File: src/rtl/core/sample_set_statistics_defines.svh
// ----------------------------------------------------------------------------
// sample_set_statistics_defines.svh
// Assertion macros shared by the sample set statistics RTL.
// ----------------------------------------------------------------------------
`ifndef SAMPLE_SET_STATISTICS_DEFINES_SVH
`define SAMPLE_SET_STATISTICS_DEFINES_SVH

// Same-cycle implication, sampled on clk, off during reset.
`define SSS_ASSERT_HOLDS(label, ante, cons, msg) \
    label: assert property (@(posedge clk) disable iff (!rst_n) (ante) |-> (cons)) \
        else $error(msg);

// Next-cycle implication, sampled on clk, off during reset.
`define SSS_ASSERT_NEXT(label, ante, cons, msg) \
    label: assert property (@(posedge clk) disable iff (!rst_n) (ante) |=> (cons)) \
        else $error(msg);

`endif

File: src/rtl/core/sss_divider.sv
// ----------------------------------------------------------------------------
// sss_divider
// Unsigned restoring divider, one quotient bit per cycle.
// ----------------------------------------------------------------------------
module sss_divider #(
    parameter int DVD_W = 33,
    parameter int DVS_W = 9
) (
    input  logic             clk,
    input  logic             rst_n,
    input  logic             start,
    input  logic [DVD_W-1:0] dividend,
    input  logic [DVS_W-1:0] divisor,
    output logic             done,
    output logic [DVD_W-1:0] quotient
);

    localparam int STEP_W = $clog2(DVD_W + 1);

    logic              busy_reg;
    logic              done_reg;
    logic [STEP_W-1:0] step_reg;
    logic [DVS_W-1:0]  rem_reg;
    logic [DVS_W-1:0]  dvs_reg;
    logic [DVD_W-1:0]  quo_reg;

    logic [DVS_W:0]    trial;
    logic [DVS_W:0]    diff;
    logic              ge;
    logic [DVS_W-1:0]  rem_next;
    logic [DVD_W-1:0]  quo_next;

    assign trial    = {rem_reg, quo_reg[DVD_W-1]};
    assign ge       = trial >= {1'b0, dvs_reg};
    assign diff     = trial - {1'b0, dvs_reg};
    assign rem_next = ge ? diff[DVS_W-1:0] : trial[DVS_W-1:0];
    assign quo_next = {quo_reg[DVD_W-2:0], ge};

    assign done     = done_reg;
    assign quotient = quo_reg;

    always_ff @(posedge clk or negedge rst_n)
    begin
        if (!rst_n)
        begin
            busy_reg <= 1'b0;
            done_reg <= 1'b0;
            step_reg <= '0;
        end
        else if (start)
        begin
            busy_reg <= 1'b1;
            done_reg <= 1'b0;
            step_reg <= STEP_W'(DVD_W);
        end
        else if (busy_reg)
        begin
            step_reg <= step_reg - 1'b1;
            if (step_reg == STEP_W'(1))
            begin
                busy_reg <= 1'b0;
                done_reg <= 1'b1;
            end
        end
    end

    always_ff @(posedge clk)
    begin
        if (start)
        begin
            rem_reg <= '0;
            dvs_reg <= divisor;
            quo_reg <= dividend;
        end
        else if (busy_reg)
        begin
            rem_reg <= rem_next;
            quo_reg <= quo_next;
        end
    end

endmodule

File: config.mk
export PLATFORM = sky130hd
export DESIGN_NAME = sss_divider
export DESIGN_NICKNAME = d
export VERILOG_FILES = /design/src/rtl/core/sample_set_statistics_defines.svh /design/src/rtl/core/sss_divider.sv
export SDC_FILE = /design/constraint.sdc
export NUM_CORES = 1
export LEC_CHECK = 0
export BUFFER_PORTS_ARGS = -buffer_cell sky130_fd_sc_hd__buf_2
export CAP_MARGIN = 20
export CORE_ASPECT_RATIO = 0.75
export CORE_UTILIZATION = 35
export CTS_CLUSTER_DIAMETER = 40
export CTS_CLUSTER_SIZE = 24
export DETAILED_ROUTE_END_ITERATION = 8
export PLACE_DENSITY = 0.67
export SKIP_LAST_GASP = 1
export SLEW_MARGIN = 20
export SYNTH_ARGS = -nofsm -noshare
export SYNTH_HDL_FRONTEND = slang
export SYNTH_SLANG_ARGS = --single-unit
File: constraint.sdc
create_clock -name clk -period 4 [get_ports clk]
set_clock_uncertainty 0.2 [all_clocks]
set_input_delay 0.8 -clock clk [delete_from_list [all_inputs] [get_ports clk]]
set_output_delay 0.8 -clock clk [all_outputs]
set_load 0.05 [all_outputs]
==> qor.txt, run 1 <==
drt wl/cell - 13.93 um
Switching Share - 0.3930
area leader, netlist - edfxtp_1
Top Ports - 79
Nets - 355
H-tree Lvls - 3
Main synth FF type - edfxtp_1
Int Pwr - 1.513 mW
Gate power share - 0.399
vias in the first global route - 1830
ant diodes - 0
Setup Buffers After CTS - 0
peak supply drop - 0.0003532 V
Mapped Nets - 276
Yosys cell types - 47
port bufs - 78
unrepaired setup endpoints after global routing - no
Final Util - 0.4501
Final Cell Area - 0.003580 mm2
placed cell area - 0.003377 mm2
initial antenna violation count - 0
Final min period - 3041 ps
layout cells sized above 1 - 0.4587
CTS Buf Count - 9
Die Wd - 107.2 um
DR iter-0 viols - 63
Worst setup SP type - flop
max_cap viols - 0
Seq/Total Area, Yosys - 0.5653
PwrDens - 696.4 mW/mm2
1st-pass router iterations - 6
Slew Limit Fails - 0
count leader, synth - edfxtp_1
All-Layer GR Usage - 0.1378
RR Endpoint - quotient[0]
crit path DAT - 2920 ps
CTS tree - done
Async SR Flop Fraction - 0.1356
final hold vios - 0
status - finished clean
largest net degree at the start of global routing - 34
detail-routed via count per cell - 4.767
Hold Path Class - in -> async
clk_lat worst skew - 330 ps
Final GP Congestion - 0.7785
Slew @ Worst Pin - 871.7 ps
row count - 28
DPL Wire Length - 3898 um
Die Height - 80.89 um
Core Region - 0.007953 mm2
Leakage - 1.585 nW
Largest register FFs - 33
Critical Path RT - 3880 ps
Seq pwr share - 0.383
Critical R2R Launch - quotient[32]
top-area cell type share of the netlist area - 0.4343
post-CTS resize count - 0
Slew Limit Headroom - 0.4189
YS warnings - 0
CP Class - reg -> reg
CP Max Fanout - 14
clk slew on worst S/H paths - 70 ps
top cells by area, synth - edfxtp_1 43%, mux2_2 13%, dfrtp_1 6.9%
top post-synthesis cells by count - 42 x edfxtp_1, 33 x mux2_2, 17 x nor2_1
Clock Tree Root - clkbuf_8
CTS hold repair buffers - 0
area delta synth->final - 23.27%
first-pass GRT wire length - 8894 um
final setup fails - 0
clk sinks - 59
antenna-violating nets left - 0
reg2reg setup slack - 960 ps
Die ar. - 0.008669 mm2
synthesized cell area - 0.002904 mm2
Sw Pwr - 979.8 uW
number of synthesized flops with an enable pin - 42
Total Wirelength - 5682 um
CTS Buffer Depth - 2
setup TNS - 0 ps
Overflow after GRT - 0
power share of the clock group - 0.218
via count - 1945
initial core utilization - 0.3652
FF-to-FF path depth - 9
critical path capture point type - flop
Mapped Cells - 219
Synth Area per Inst - 13.26 um2
Fmax - 0.3289 GHz
Synth Register Bits - 59
Remaining DRCs - 0
Final Cycle Share - 0.7602
[critical path: stages (launching register included)]
cell	delay, ps
edfxtp_1	410
inv_1	80
ha_1	160
inv_1	50
fa_1	410
a211oi_2	250
o31ai_2	140
a211oi_4	660
inv_1	150
mux2_2	290
[final cells by class]
type	count	area, um2
Clock inverter	1	5.005
Sequential cell	59	1642
Inverter	14	52.55
Clock buffer	15	197.7
Timing Repair Buffer	79	397.9
Multi-Input combinational cell	135	1154
Fill cell	745	4373
Tap cell	105	131.4
[kinds of logic after synthesis]
family	after synthesis	synth area share
and+or+nand+nor	45	0.08316
AOI/OAI and AO/OA	31	0.08790
muxes	37	0.1418
buffers and inverters	25	0.03748
xor gates and xnor gates	10	0.03016
adders and majority gates	12	0.05429
DFF	59	0.5653
[worst max path at each step]
stage                            start           to  slack [ps]  depth (start not counted)
after global routing      quotient[32]  quotient[0]         810                          9
after global placement    quotient[32]  quotient[0]        1070                          9
after CTS                 quotient[32]  quotient[0]         940                          9
final                     quotient[32]  quotient[0]         960                          9
after detailed placement  quotient[32]  quotient[0]         980                          9
after floorplan           quotient[32]  quotient[0]        1050                         10
[routing by layer]
metal | global-route usage | routed length [um] | vias up
met2 | 0.1987 | 2452 | 54
met4 | 0.05753 | 58 | 0
met5 | 0 | 0 | -
met3 | 0.05136 | 280 | 4
met1 | 0.1859 | 2891 | 913
li1 | - | - | 974
[placed cells by master (no fill, tap or decap), types with 3 or more instances in the layout]
cell,count
edfxtp_1,42
buf_2,78
dfrtp_1,8
nor3_1,3
nor2_1,17
nand2_1,5
ha_1,11
inv_1,14
a21oi_1,4
xnor2_1,6
nand2b_1,3
xor2_1,4
dfxtp_1,9
mux2i_1,4
a211oi_1,5
mux2_2,33
a21o_1,4
clkbuf_8,12
[power by group through the flow]
| stage | clock, mW | combinational (mW) | sequential [mW] |
|---|---|---|---|
| detailed placement | 0 | 0.995 | 0.967 |
| global placement | 0 | 0.978 | 0.962 |
| floorplan | 0 | 0.554 | 1.21 |
| finish | 0.543 | 0.995 | 0.955 |
| CTS | 0.564 | 1.00 | 0.957 |
| global route | 0.590 | 1.07 | 0.981 |
[stage by stage]
step                total power, mW  cells  setup WS, ps  hold WS, ps
CTS                           2.524    408         942.0        83.38
global placement              1.940    392          1068        288.0
detailed placement            1.962    392         982.8        299.7
floorplan                     1.767    219          1054        272.1
finish                        2.493    408         959.2        101.6
global route                  2.644    408         814.0        93.10
(Power assumes the default switching activity.)
==> run 2: changes to the inputs <==
--- a/config.mk
+++ b/config.mk
@@ -12,7 +12,7 @@
 export CTS_CLUSTER_DIAMETER = 40
 export CTS_CLUSTER_SIZE = 24
 export DETAILED_ROUTE_END_ITERATION = 8
-export PLACE_DENSITY = 0.67
+export PLACE_DENSITY = 0.69
 export SKIP_LAST_GASP = 1
 export SLEW_MARGIN = 20
 export SYNTH_ARGS = -nofsm -noshare
==> constraint.sdc (replaced) <==
create_clock -name clk -period 2.66 [get_ports clk]
set_clock_uncertainty 0.2 [all_clocks]
set_input_delay 0.532 -clock clk [delete_from_list [all_inputs] [get_ports clk]]
set_output_delay 0.532 -clock clk [all_outputs]
set_load 0.05 [all_outputs]
==> run 2 against run 1 <==
Utilization is 1.8 points higher; flip-flop and latch count is the same; sequential share of layout area down 1.8 points; register-to-register slack got worse by 870 ps; die area unchanged; final area is 4.0% higher; non-clock buffer count up 9; fmax rose by 18%; via count is 4.9% higher; worst setup slack got worse by 870 ps; first-iteration DRC count is 19% higher; largest power group unchanged; highest routed layer unchanged.
==> qor.txt, run 2 (same netlist as run 1, synthesis figures left out) <==
status - finished clean
most common cell after layout, fill and taps aside - buf_2
Critical Path RT - 2550 ps
Largest register FFs - 33
worst path bufs/invs - 3
Hold Path Class - in -> reg
Slew @ Worst Pin - 791.8 ps
critical path capture point type - flop
Final Util - 0.4682
Switching Share - 0.3825
antenna-violating nets left - 0
cell with the largest stage delay on the worst path - edfxtp_1
peak supply drop - 0.0004673 V
Largest stage delay, worst path - 390 ps
Leakage - 1.639 nW
CTS Buffer Depth - 2
area delta synth->final - 28.22%
Worst setup SP type - flop
Gate power share - 0.404
Core Region - 0.007953 mm2
vias in the first global route - 1963
CP Class - reg -> reg
CTS tree - done
Int Pwr - 2.509 mW
initial core utilization - 0.3652
power share of the clock group - 0.245
unrepaired setup endpoints after global routing - yes
Die ar. - 0.008669 mm2
max_cap viols - 0
port bufs - 78
Fmax - 0.3887 GHz
Remaining DRCs - 0
clk_lat worst skew - 330 ps
first-pass GRT wire length - 9384 um
1st-pass router iterations - 4
highest-count cells in the layout ignoring fill and taps - 78 x buf_2, 42 x edfxtp_1, 33 x mux2_2
drt wl/cell - 14.29 um
CP cell instances - inv_1 -> ha_2 -> inv_1 -> fa_2 -> a211oi_4 -> o31ai_4 -> a211oi_4 -> inv_1 -> mux2_2
Final min period - 2573 ps
detail-routed via count per cell - 4.892
Slew Limit Fails - 0
All-Layer GR Usage - 0.1452
crit-path most repeated cell - inv_1
layout cells sized above 1 - 0.4840
final hold vios - 0
Final Non-Filler Cells - 417
clk slew on worst S/H paths - 70 ps
Die Height - 80.89 um
Sw Pwr - 1.554 mW
Slew Limit Headroom - 0.4721
H-tree Lvls - 3
DR iter-0 viols - 75
Top Ports - 79
placed insts - 398
Nets - 364
PwrDens - 1091 mW/mm2
final setup fails - 0
row count - 28
largest net degree at the start of global routing - 35
Overflow after GRT - 0
fillers - 740
cell family with most CP delay - compound AO/OA/AOI/OAI gates
Total Wirelength - 5957 um
DPL Wire Length - 4188 um
via count - 2040
Final GP Congestion - 0.8270
Final Cycle Share - 0.9671
clk sinks - 59
Seq pwr share - 0.350
initial antenna violation count - 0
ant diodes - 0
CTS Buf Count - 9
CP Max Fanout - 4
Clock Tree Root - clkbuf_8
crit path DAT - 2460 ps
Die Wd - 107.2 um
## run 2: changes by cell type in the layout (fill, tap and decap cells not counted), sizes merged
cell	delta
dlygate4sd3	+1
clkinvlp	+2
clkbuf	-5
bufinv	+3
buf	+8
## run 2: power groups by stage
stage | registers (mW) | logic, mW | clock network [mW]
floorplan | 1.83 | 0.867 | 0
global placement | 1.43 | 1.57 | 0
global route | 1.46 | 1.77 | 1.07
CTS | 1.42 | 1.60 | 1.03
detailed placement | 1.44 | 1.59 | 0
finish | 1.42 | 1.64 | 0.997
## run 2: area by class of cell
type	count	area, um2	area share
multi-input cells	135	1181	0.3172
inverters	14	52.55	0.01411
well taps	105	131.4	0.03528
clock buffers	10	127.6	0.03427
flip-flops and latches	59	1642	0.4409
repair buffers	88	475.5	0.1277
clock inverters	6	113.9	0.03058
## run 2: timing repair
item / 4_1_cts / 5_1_grt
hold buffers: 1 / 0
endpoints found under the hold margin: 8 / 0
endpoints found under the setup margin: 0 / 6
gates resized for setup: 0 / 4
setup buffers: 0 / 2
## run 2: worst paths after layout
kind	from	to	slack, ps	cells past startpoint
max	quotient[32]	quotient[0]	90	9
min	divisor[4]	dvs_reg[4]	170	1
min reg2reg	rem_reg[3]	rem_reg[3]	310	2
max reg2reg	quotient[32]	quotient[0]	90	9
max in group asynchronous	rst_n	step_reg[2]	1730	2
min in group asynchronous	rst_n	step_reg[0]	370	2
## run 2: per-stage QoR
stage          setup slack [ps]  setup TNS [ps]  area, um2  hold WS, ps  total power [mW]
3_5_place_dp              120.9               0       3441        181.5             3.030
2_1_floorplan            -229.7          -511.9       2923        36.41             2.692
3_3_place_gp              208.9               0       3441        181.8             3.002
6_report                  87.39               0       3724        168.4             4.063
4_1_cts                   90.32               0       3692        151.2             4.056
5_1_grt                  -37.29          -114.2       3724        144.0             4.296
## run 2: per-layer routing
| layer | GRT usage | part of all wire | vias to the layer above |
|---|---|---|---|
| li1 | - | - | 985 |
| met1 | 0.1944 | 0.49 | 982 |
| met2 | 0.2123 | 0.44 | 65 |
| met3 | 0.05377 | 0.063 | 8 |
| met4 | 0.05890 | 0.011 | 0 |
| met5 | 0 | 0 | - |
