[src/rtl/core/sample_set_statistics_defines.svh]
// ----------------------------------------------------------------------------
// sample_set_statistics_defines.svh
// Assertion macros shared by the sample set statistics RTL.
// ----------------------------------------------------------------------------
`ifndef SAMPLE_SET_STATISTICS_DEFINES_SVH
`define SAMPLE_SET_STATISTICS_DEFINES_SVH

// Same-cycle implication, sampled on clk, off during reset.
`define SSS_ASSERT_HOLDS(label, ante, cons, msg) \
    label: assert property (@(posedge clk) disable iff (!rst_n) (ante) |-> (cons)) \
        else $error(msg);

// Next-cycle implication, sampled on clk, off during reset.
`define SSS_ASSERT_NEXT(label, ante, cons, msg) \
    label: assert property (@(posedge clk) disable iff (!rst_n) (ante) |=> (cons)) \
        else $error(msg);

`endif

[src/rtl/core/sss_pkg.sv]
// ----------------------------------------------------------------------------
// sss_pkg
// Shared types and fixed result widths for the sample set statistics block.
// ----------------------------------------------------------------------------
package sss_pkg;

    localparam int COUNT_W     = 9;
    localparam int TOTAL_W     = 24;
    localparam int PRODUCT_W   = 64;
    localparam int MEAN_W      = 24;
    localparam int MEDIAN_W    = 17;
    localparam int MEAN_FRAC_W = 8;
    localparam int WIDE_W      = 64;

    localparam logic [PRODUCT_W-1:0] PROD_MAX = {1'b0, {(PRODUCT_W-1){1'b1}}};
    localparam logic [PRODUCT_W-1:0] PROD_MIN = {1'b1, {(PRODUCT_W-1){1'b0}}};
    localparam logic [PRODUCT_W-1:0] PROD_ONE = {{(PRODUCT_W-1){1'b0}}, 1'b1};

    typedef struct packed {
        logic insert;
        logic drain;
    } chain_ctl_t;

endpackage

[src/rtl/core/sss_cell.sv]
// ----------------------------------------------------------------------------
// sss_cell
// One slot of the insertion chain: holds one sorted sample.
// ----------------------------------------------------------------------------
module sss_cell #(
    parameter int W     = 16,
    parameter int CNT_W = 9,
    parameter int IDX   = 0
) (
    input  logic                    clk,
    input  sss_pkg::chain_ctl_t     ctl,
    input  logic [CNT_W-1:0]        fill,
    input  logic signed [W-1:0]     sample,
    input  logic signed [W-1:0]     left_val,
    input  logic                    left_gt,
    input  logic signed [W-1:0]     right_val,
    output logic signed [W-1:0]     val,
    output logic                    gt
);

    logic signed [W-1:0] val_reg;
    logic                occ;
    logic                tail;

    assign occ  = fill > CNT_W'(IDX);
    assign tail = fill == CNT_W'(IDX);
    assign gt   = occ && (val_reg > sample);
    assign val  = val_reg;

    // insert: shift right above the insertion point; drain: shift left
    always_ff @(posedge clk)
    begin
        if (ctl.drain)
        begin
            val_reg <= right_val;
        end
        else if (ctl.insert)
        begin
            if (left_gt)
            begin
                val_reg <= left_val;
            end
            else if (gt || tail)
            begin
                val_reg <= sample;
            end
        end
    end

endmodule

[config.mk]
export PLATFORM = sky130hd
export DESIGN_NAME = sss_cell
export DESIGN_NICKNAME = d
export VERILOG_FILES = /design/src/rtl/core/sample_set_statistics_defines.svh /design/src/rtl/core/sss_pkg.sv /design/src/rtl/core/sss_cell.sv
export SDC_FILE = /design/constraint.sdc
export NUM_CORES = 1
export LEC_CHECK = 0
export BUFFER_PORTS_ARGS = -buffer_cell sky130_fd_sc_hd__buf_2
export CAP_MARGIN = 20
export CELL_PAD_IN_SITES_DETAIL_PLACEMENT = 0
export CELL_PAD_IN_SITES_GLOBAL_PLACEMENT = 1
export CORE_MARGIN = 5
export CORE_UTILIZATION = 30
export DETAILED_ROUTE_END_ITERATION = 8
export GPL_TIMING_DRIVEN = 0
export HOLD_SLACK_MARGIN = 0.05
export PLACE_DENSITY_LB_ADDON = 0.25
export SKIP_CTS_REPAIR_TIMING = 1
export SYNTH_ARGS = -nofsm -noshare
export SYNTH_HDL_FRONTEND = slang
export SYNTH_SLANG_ARGS = --single-unit
[constraint.sdc]
create_clock -name clk -period 3.3 [get_ports clk]
set_input_delay 0.66 -clock clk [delete_from_list [all_inputs] [get_ports clk]]
set_output_delay 0.66 -clock clk [all_outputs]
set_load 0.02 [all_outputs]
==> summary.txt, run 1 <==
STA
  – Fin crit share: approximately 93%
  – RSZ-0062 raised after global routing: false
  – Relative slew slack: 52.2%
  – Actual slew at the worst max-slew pin: between 700 and 800 ps
  – Max Fclk: 324 MHz
  – Hold Violations, Final: 0
  – Fin crit period: between 3000 and 4000 ps
  – Clock Skew: between 4 and 5 ps
  – Final slew viol count: 0
  – Post-Route Setup TNS: 0 ps
  – # setup viols final: 0

Layout
  – Final Net Count: approximately 290
  – Largest register FFs: 16
  – Area grow syn2layout: 38.1%
  – Layout Cells excl Fill: 263
  – Diode count: 0
  – Layout cell share with drive strength beyond 1: 39.0%
  – Most frequent cells in the layout: buf_2 (78), nand2_1 (20), inv_1 (17)
  – Commonest non-fill, non-tap cell in the layout: buf_2
  – Final core utilization: a little over two fifths

Floorplanning
  – Row cnt: 23
  – Die height: about 75 um
  – Io pins: 78
  – Die ar.: 5640 um^2
  – Core region area: between 4000 and 5000 um^2
  – Starting Density: 31.3%
  – Chip Width: 75.1 um

Worst setup path
  – Critical-path cell with the highest stage delay: nor4_1
  – Reg-to-reg setup timing slack: 560 ps
  – Buffers and inverters on the worst path: 3
  – Crit. End Element: output port
  – CP max FO: 3
  – Largest stage delay on the critical path: 430 ps
  – Levels on crit path: 9
  – Most frequent CP cell: buf_2
  – Cells along the critical path: buf_2, inv_1, ha_1, nand4_1, nor4_1, a21boi_1, or4_1, and4_1, buf_2
  – CP required: ~2600 ps
  – WS Path Type: input pin to output port
  – Top delay family on crit path: simple AND/OR/NAND/NOR gates
  – R2r startpoint: val[14]
  – Startpoint class of the critical path: input pin
  – Worst path arrival time: 2420 ps
  – Worst Reg-to-Reg Cells: 6
  – RR Endpoint: val[8]

Drt
  – Total vias in the final route: around 1200
  – Routed Antenna Nets: 0
  – Drt via density: about 4.6
  – Drt wl/cell: 13.2 um
  – Residual DRC: 0
  – Iteration count of the initial detailed-routing pass: 4
  – DR iter-0 viols: 36
  – Final Routed Wirelength: 3470 um

Placement
  – Placed insts: 260
  – Routability congestion estimate: around 0.71
  – DP HPWL: 2890 um
  – Buffers on Ports: 76

Global routing
  – Number of global-route vias before repair: around 1200
  – Largest net degree at the start of global routing: 17
  – Global route overflow: 0
  – Global-route wire length before repair: 5440 um
  – Total Routing Usage GR: between 10% and 20%
  – Initial antenna violation count: 0

Pwr
  – Flop pwr share: 42.4%
  – Clock share of power: ~23%
  – Comb power frac: 34.4%
  – PwrDens: 361 nW/um^2
  – Switching Share: 31.8%
  – Design Power: between 600 and 700 uW
  – P_int: 432 uW
  – Leak: between 0.9 and 1 nW
  – Peak VDD IR: between 0.1 and 0.15 mV
  – Switch Pwr: 202 uW

Clock tree
  – CTS Buf Count: 3
  – H-tree depth: 1
  – CTS max path bufs: 2
  – Reg clk slew, reported paths: 60 ps
  – CTS sink cnt: 16
  – Root Driver: clkbuf_8
  – Clock latency on the worst-skew pair: roughly 250 ps
  – CTS tree: yes

Logic synthesis
  – Mapped Nets: 211
  – Avg Inst Size Synth: ~9.5 um^2
  – Flops & latches, synth: 16
  – Mapped cell area: 1270 um^2
  – Seq/Total Area, Yosys: 37.8%
  – Warnings from Yosys: 0
  – Gate Count Post-Synth: roughly 130
  – Unique masters post-synth: 28

Hold path
  – Worst hold start: right_val[10]
  – Hold crit path type: input pin to register
  – Hold Crit Endpoint: val[10]
  – WHS Path Cells: 3

Status
  – Status: finished, final reports clean

Run
  – Max-cap violations: 0
stage by stage:
stage | setup slack [ps] | hold slack [ps] | area, um^2
floorplan | 555 | 847 | 1270
global placement | 171 | 939 | 1710
detailed placement | 140 | 945 | 1710
CTS | 180 | 690 | 1760
global route | 35.3 | 694 | 1760
finish | 216 | 689 | 1760
worst max-delay path by stage:
stage,start,end,slack (ps)
2_1_floorplan,sample[11],gt,560
3_3_place_gp,sample[14],val[8],170
3_5_place_dp,sample[14],val[8],140
4_1_cts,sample[14],gt,180
5_1_grt,sample[11],gt,40
6_report,sample[14],gt,220
worst reg2reg max path, stage by stage (launching register included):
cell and delay [ps]:
edfxtp_1 390, ha_1 310, nand4_1 160, nor4_1 430
a21boi_1 270, or4_1 150, a41o_1 650
power by group through the flow:
stage	sequential, mW	clock (mW)	combinational (mW)
floorplan	0.304	0	0.100
global placement	0.272	0	0.221
detailed placement	0.273	0	0.221
CTS	0.269	0.150	0.222
global route	0.272	0.160	0.247
finish	0.269	0.146	0.218
synthesized netlist by cell type:
library cell / count / share of area [%]
nand2_1: 20 / 5.9
inv_1: 17 / 5.0
edfxtp_1: 16 / 38
ha_1: 16 / 16
mux2i_1: 16 / 13
o21ai_0: 16 / 6.3
a21oi_1: 3 / 1.2
clkbuf_1: 3 / 0.89
a21o_1: 2 / 1.2
a21oi_2: 2 / 1.4
and4_1: 2 / 1.4
buf_2: 2 / 0.79
nand4_1: 2 / 0.98
nor2_1: 2 / 0.59
nor4_1: 2 / 0.98
a211o_1: 1 / 0.69
a21boi_1: 1 / 0.59
a41o_1: 1 / 0.79
nand2b_1: 1 / 0.49
nand3_1: 1 / 0.39
nor2b_1: 1 / 0.49
nor3_1: 1 / 0.39
o211ai_1: 1 / 0.59
o21a_1: 1 / 0.59
o21ai_1: 1 / 0.39
o2bb2ai_1: 1 / 0.69
o31ai_1: 1 / 0.59
or4_1: 1 / 0.59
layer usage:
metal / global-route usage (%) / vias up / share of wire, % / wire, um
li1: - / 641 / - / -
met1: 15.7 / 530 / 43 / 1500
met2: 21.3 / 41 / 46 / 1600
met3: 3.74 / 6 / 9.8 / 340
met4: 3.56 / 0 / 0.92 / 32
met5: 0 / - / 0 / 0
kinds of logic (layout without fill, tap and decap cells):
family	count (synthesis)	in the layout	synth area share [%]
simple gates	33	33	12.2
compound gates	31	31	15.0
buf+inv	22	101	6.69
fa+ha+maj	16	16	15.7
mux	16	16	12.6
flops	16	16	37.8
layout make-up:
class                      count  area, um^2
timing repair buffer          76         380
tap                           50        62.6
fill                         432        2300
sequential                    16         480
clock buffer                   3        41.3
buffer                         5        21.3
inverter                      17        63.8
multi-input combinational     96         706
Note: power is estimated with default switching activity, not from simulation.
==> inputs of run 2 (changes only) <==
==> constraint.sdc (replaced) <==
create_clock -name clk -period 3.3 [get_ports clk]
set_input_delay 0.66 -clock clk [delete_from_list [all_inputs] [get_ports clk]]
set_output_delay 0.66 -clock clk [all_outputs]
set_load 0.05 [all_outputs]
==> summary.txt, run 2 (synthesized netlist as in run 1, its figures left out) <==
Status
  – Status: finished, final reports clean

Floorplanning
  – Chip Width: 75.1 um (unchanged)
  – Core region area: 4060 um^2 (unchanged)
  – Starting Density: 31.3% (unchanged)
  – Io pins: 78 (unchanged)
  – Die ar.: 5640 um^2 (unchanged)
  – Die height: 75.1 um (unchanged)
  – Row cnt: 23 (unchanged)

Global routing
  – Total Routing Usage GR: 12.7% (unchanged)
  – Global-route wire length before repair: 5440 um (unchanged)
  – Global route overflow: 0 (unchanged)
  – Initial antenna violation count: 0 (unchanged)
  – Met1 usage: 15.7% (unchanged)
  – Largest net degree at the start of global routing: 17 (unchanged)
  – GRT busiest layer: met2
  – Met3 usage: 3.74% (unchanged)
  – Number of global-route vias before repair: 1220 (unchanged)
  – Met2 Usage GRT: 21.3% (unchanged)

Drt
  – Iteration count of the initial detailed-routing pass: 4 (unchanged)
  – Total vias in the final route: 1219 (+0.082%)
  – DR iter-0 viols: 28 (-22%)
  – Drt wl/cell: 13.2 um (+0.12%)
  – Routed Antenna Nets: 0 (unchanged)
  – Final Routed Wirelength: 3470 um (+0.12%)
  – Residual DRC: 0 (unchanged)
  – Drt via density: 4.63 (about the same)

STA
  – Worst setup margin: 174 ps (-41.6 ps)
  – Relative slew slack: 52.8% (+0.68 points)
  – Final slew viol count: 0 (unchanged)
  – Hold Violations, Final: 0 (unchanged)
  – Clock Skew: 3.53 ps (-0.886 ps)
  – # setup viols final: 0 (unchanged)
  – Fin crit period: 3130 ps (+41.6 ps)
  – Actual slew at the worst max-slew pin: 707 ps (-10.2 ps)
  – Max Fclk: 320 MHz (-1.3%)
  – Post-Route Setup TNS: 0 ps (unchanged)
  – Fin crit share: 94.7% (+1.3 points)
  – RSZ-0062 raised after global routing: false

Clock tree
  – Reg clk slew, reported paths: 60 ps (about the same)
  – CTS max path bufs: 2 (unchanged)
  – Clock latency on the worst-skew pair: 250 ps (about the same)
  – Root Driver: clkbuf_8
  – CTS sink cnt: 16 (unchanged)
  – CTS Buf Count: 3 (unchanged)
  – CTS tree: yes
  – H-tree depth: 1 (unchanged)

Layout
  – Layout Cells excl Fill: 263 (unchanged)
  – Layout cell share with drive strength beyond 1: 39.4% (+0.47 points)
  – Final Net Count: 292 (unchanged)
  – Largest register FFs: 16 (unchanged)
  – Diode count: 0 (unchanged)
  – Final core utilization: 43.4% (+0.15 points)
  – Area grow syn2layout: 38.6%
  – Commonest non-fill, non-tap cell in the layout: buf_2
  – Most frequent cells in the layout: buf_2 (78), nand2_1 (20), inv_1 (17)

Worst setup path
  – CP required: 2640 ps (about the same)
  – R2r startpoint: val[14]
  – Most frequent CP cell: buf_2
  – Crit. End Element: output port
  – Startpoint class of the critical path: input pin
  – Worst path arrival time: 2470 ps (+50 ps)
  – Critical-path cell with the highest stage delay: nor4_2
  – CP max FO: 3 (unchanged)
  – CP startpoint: sample[14]
  – Worst Reg-to-Reg Cells: 6 (unchanged)
  – WS Path Type: input pin to output port
  – Cells along the critical path: buf_2, inv_1, ha_1, nand4_1, nor4_2, a21boi_1, or4_1, and4_1, buf_2
  – Largest stage delay on the critical path: 360 ps (-70 ps)

Hold path
  – Hold crit path type: input pin to register
  – WHS Path Cells: 3 (unchanged)
  – Worst hold start: right_val[10]

Pwr
  – PwrDens: 395 nW/um^2 (+9.6%)
  – Peak VDD IR: 0.147 mV (+6.8%)
  – Leak: 0.935 nW (about the same)
  – Design Power: 696 uW (+9.9%)

Placement
  – Placed insts: 260 (unchanged)
  – Place WS: 81.8 ps (-58.6 ps)
  – Buffers on Ports: 76 (unchanged)
  – Routability congestion estimate: 0.709 (unchanged)
  – DP HPWL: 2890 um (unchanged)

Run
  – Max-cap violations: 0 (unchanged)
[run 2: routing by layer]
| layer | vias up | routed length, um |
|---|---|---|
| met5 | - | 0 |
| met4 | 0 | 31 |
| met2 | 46 | 1580 |
| li1 | 641 | - |
| met1 | 527 | 1490 |
| met3 | 5 | 370 |
[run 2: cell type report]
| class | count | area, um^2 |
|---|---|---|
| fill | 433 | 2300 |
| inverter | 17 | 63.8 |
| tap | 50 | 62.6 |
| buffer | 5 | 21.3 |
| multi-input combinational | 96 | 712 |
| timing repair buffer | 76 | 380 |
| sequential | 16 | 480 |
| clock buffer | 3 | 41.3 |
[run 2: stage by stage]
step | cell area, um^2 | hold WS, ps
after floorplan | 1270 | 847
after global placement | 1710 | 939
after detailed placement | 1710 | 945
after CTS | 1760 | 690
after global routing | 1760 | 694
final | 1760 | 690
[run 2: critical path, delay by kind of cell]
| kind | cells | cell delay, ps |
|---|---|---|
| fa+ha+maj | 1 | 290 |
| buf+inv | 3 | 390 |
| simple gates | 4 | 880 |
| compound gates | 1 | 250 |
[run 2: path summary, 6_finish.rpt]
kind | endpoint | slack [ps]
worst min-delay path | val[10] | 690
worst max-delay path | gt | 170
worst min register to register | val[2] | 1370
worst max register to register | val[7] | 630
[run 2: power breakdown]
| group | total, mW | switching (mW) | internal [mW] |
|---|---|---|---|
| combinational | 0.281 | 0.186 | 0.0948 |
| clock | 0.146 | 0.0656 | 0.0809 |
| sequential | 0.269 | 0.0126 | 0.256 |
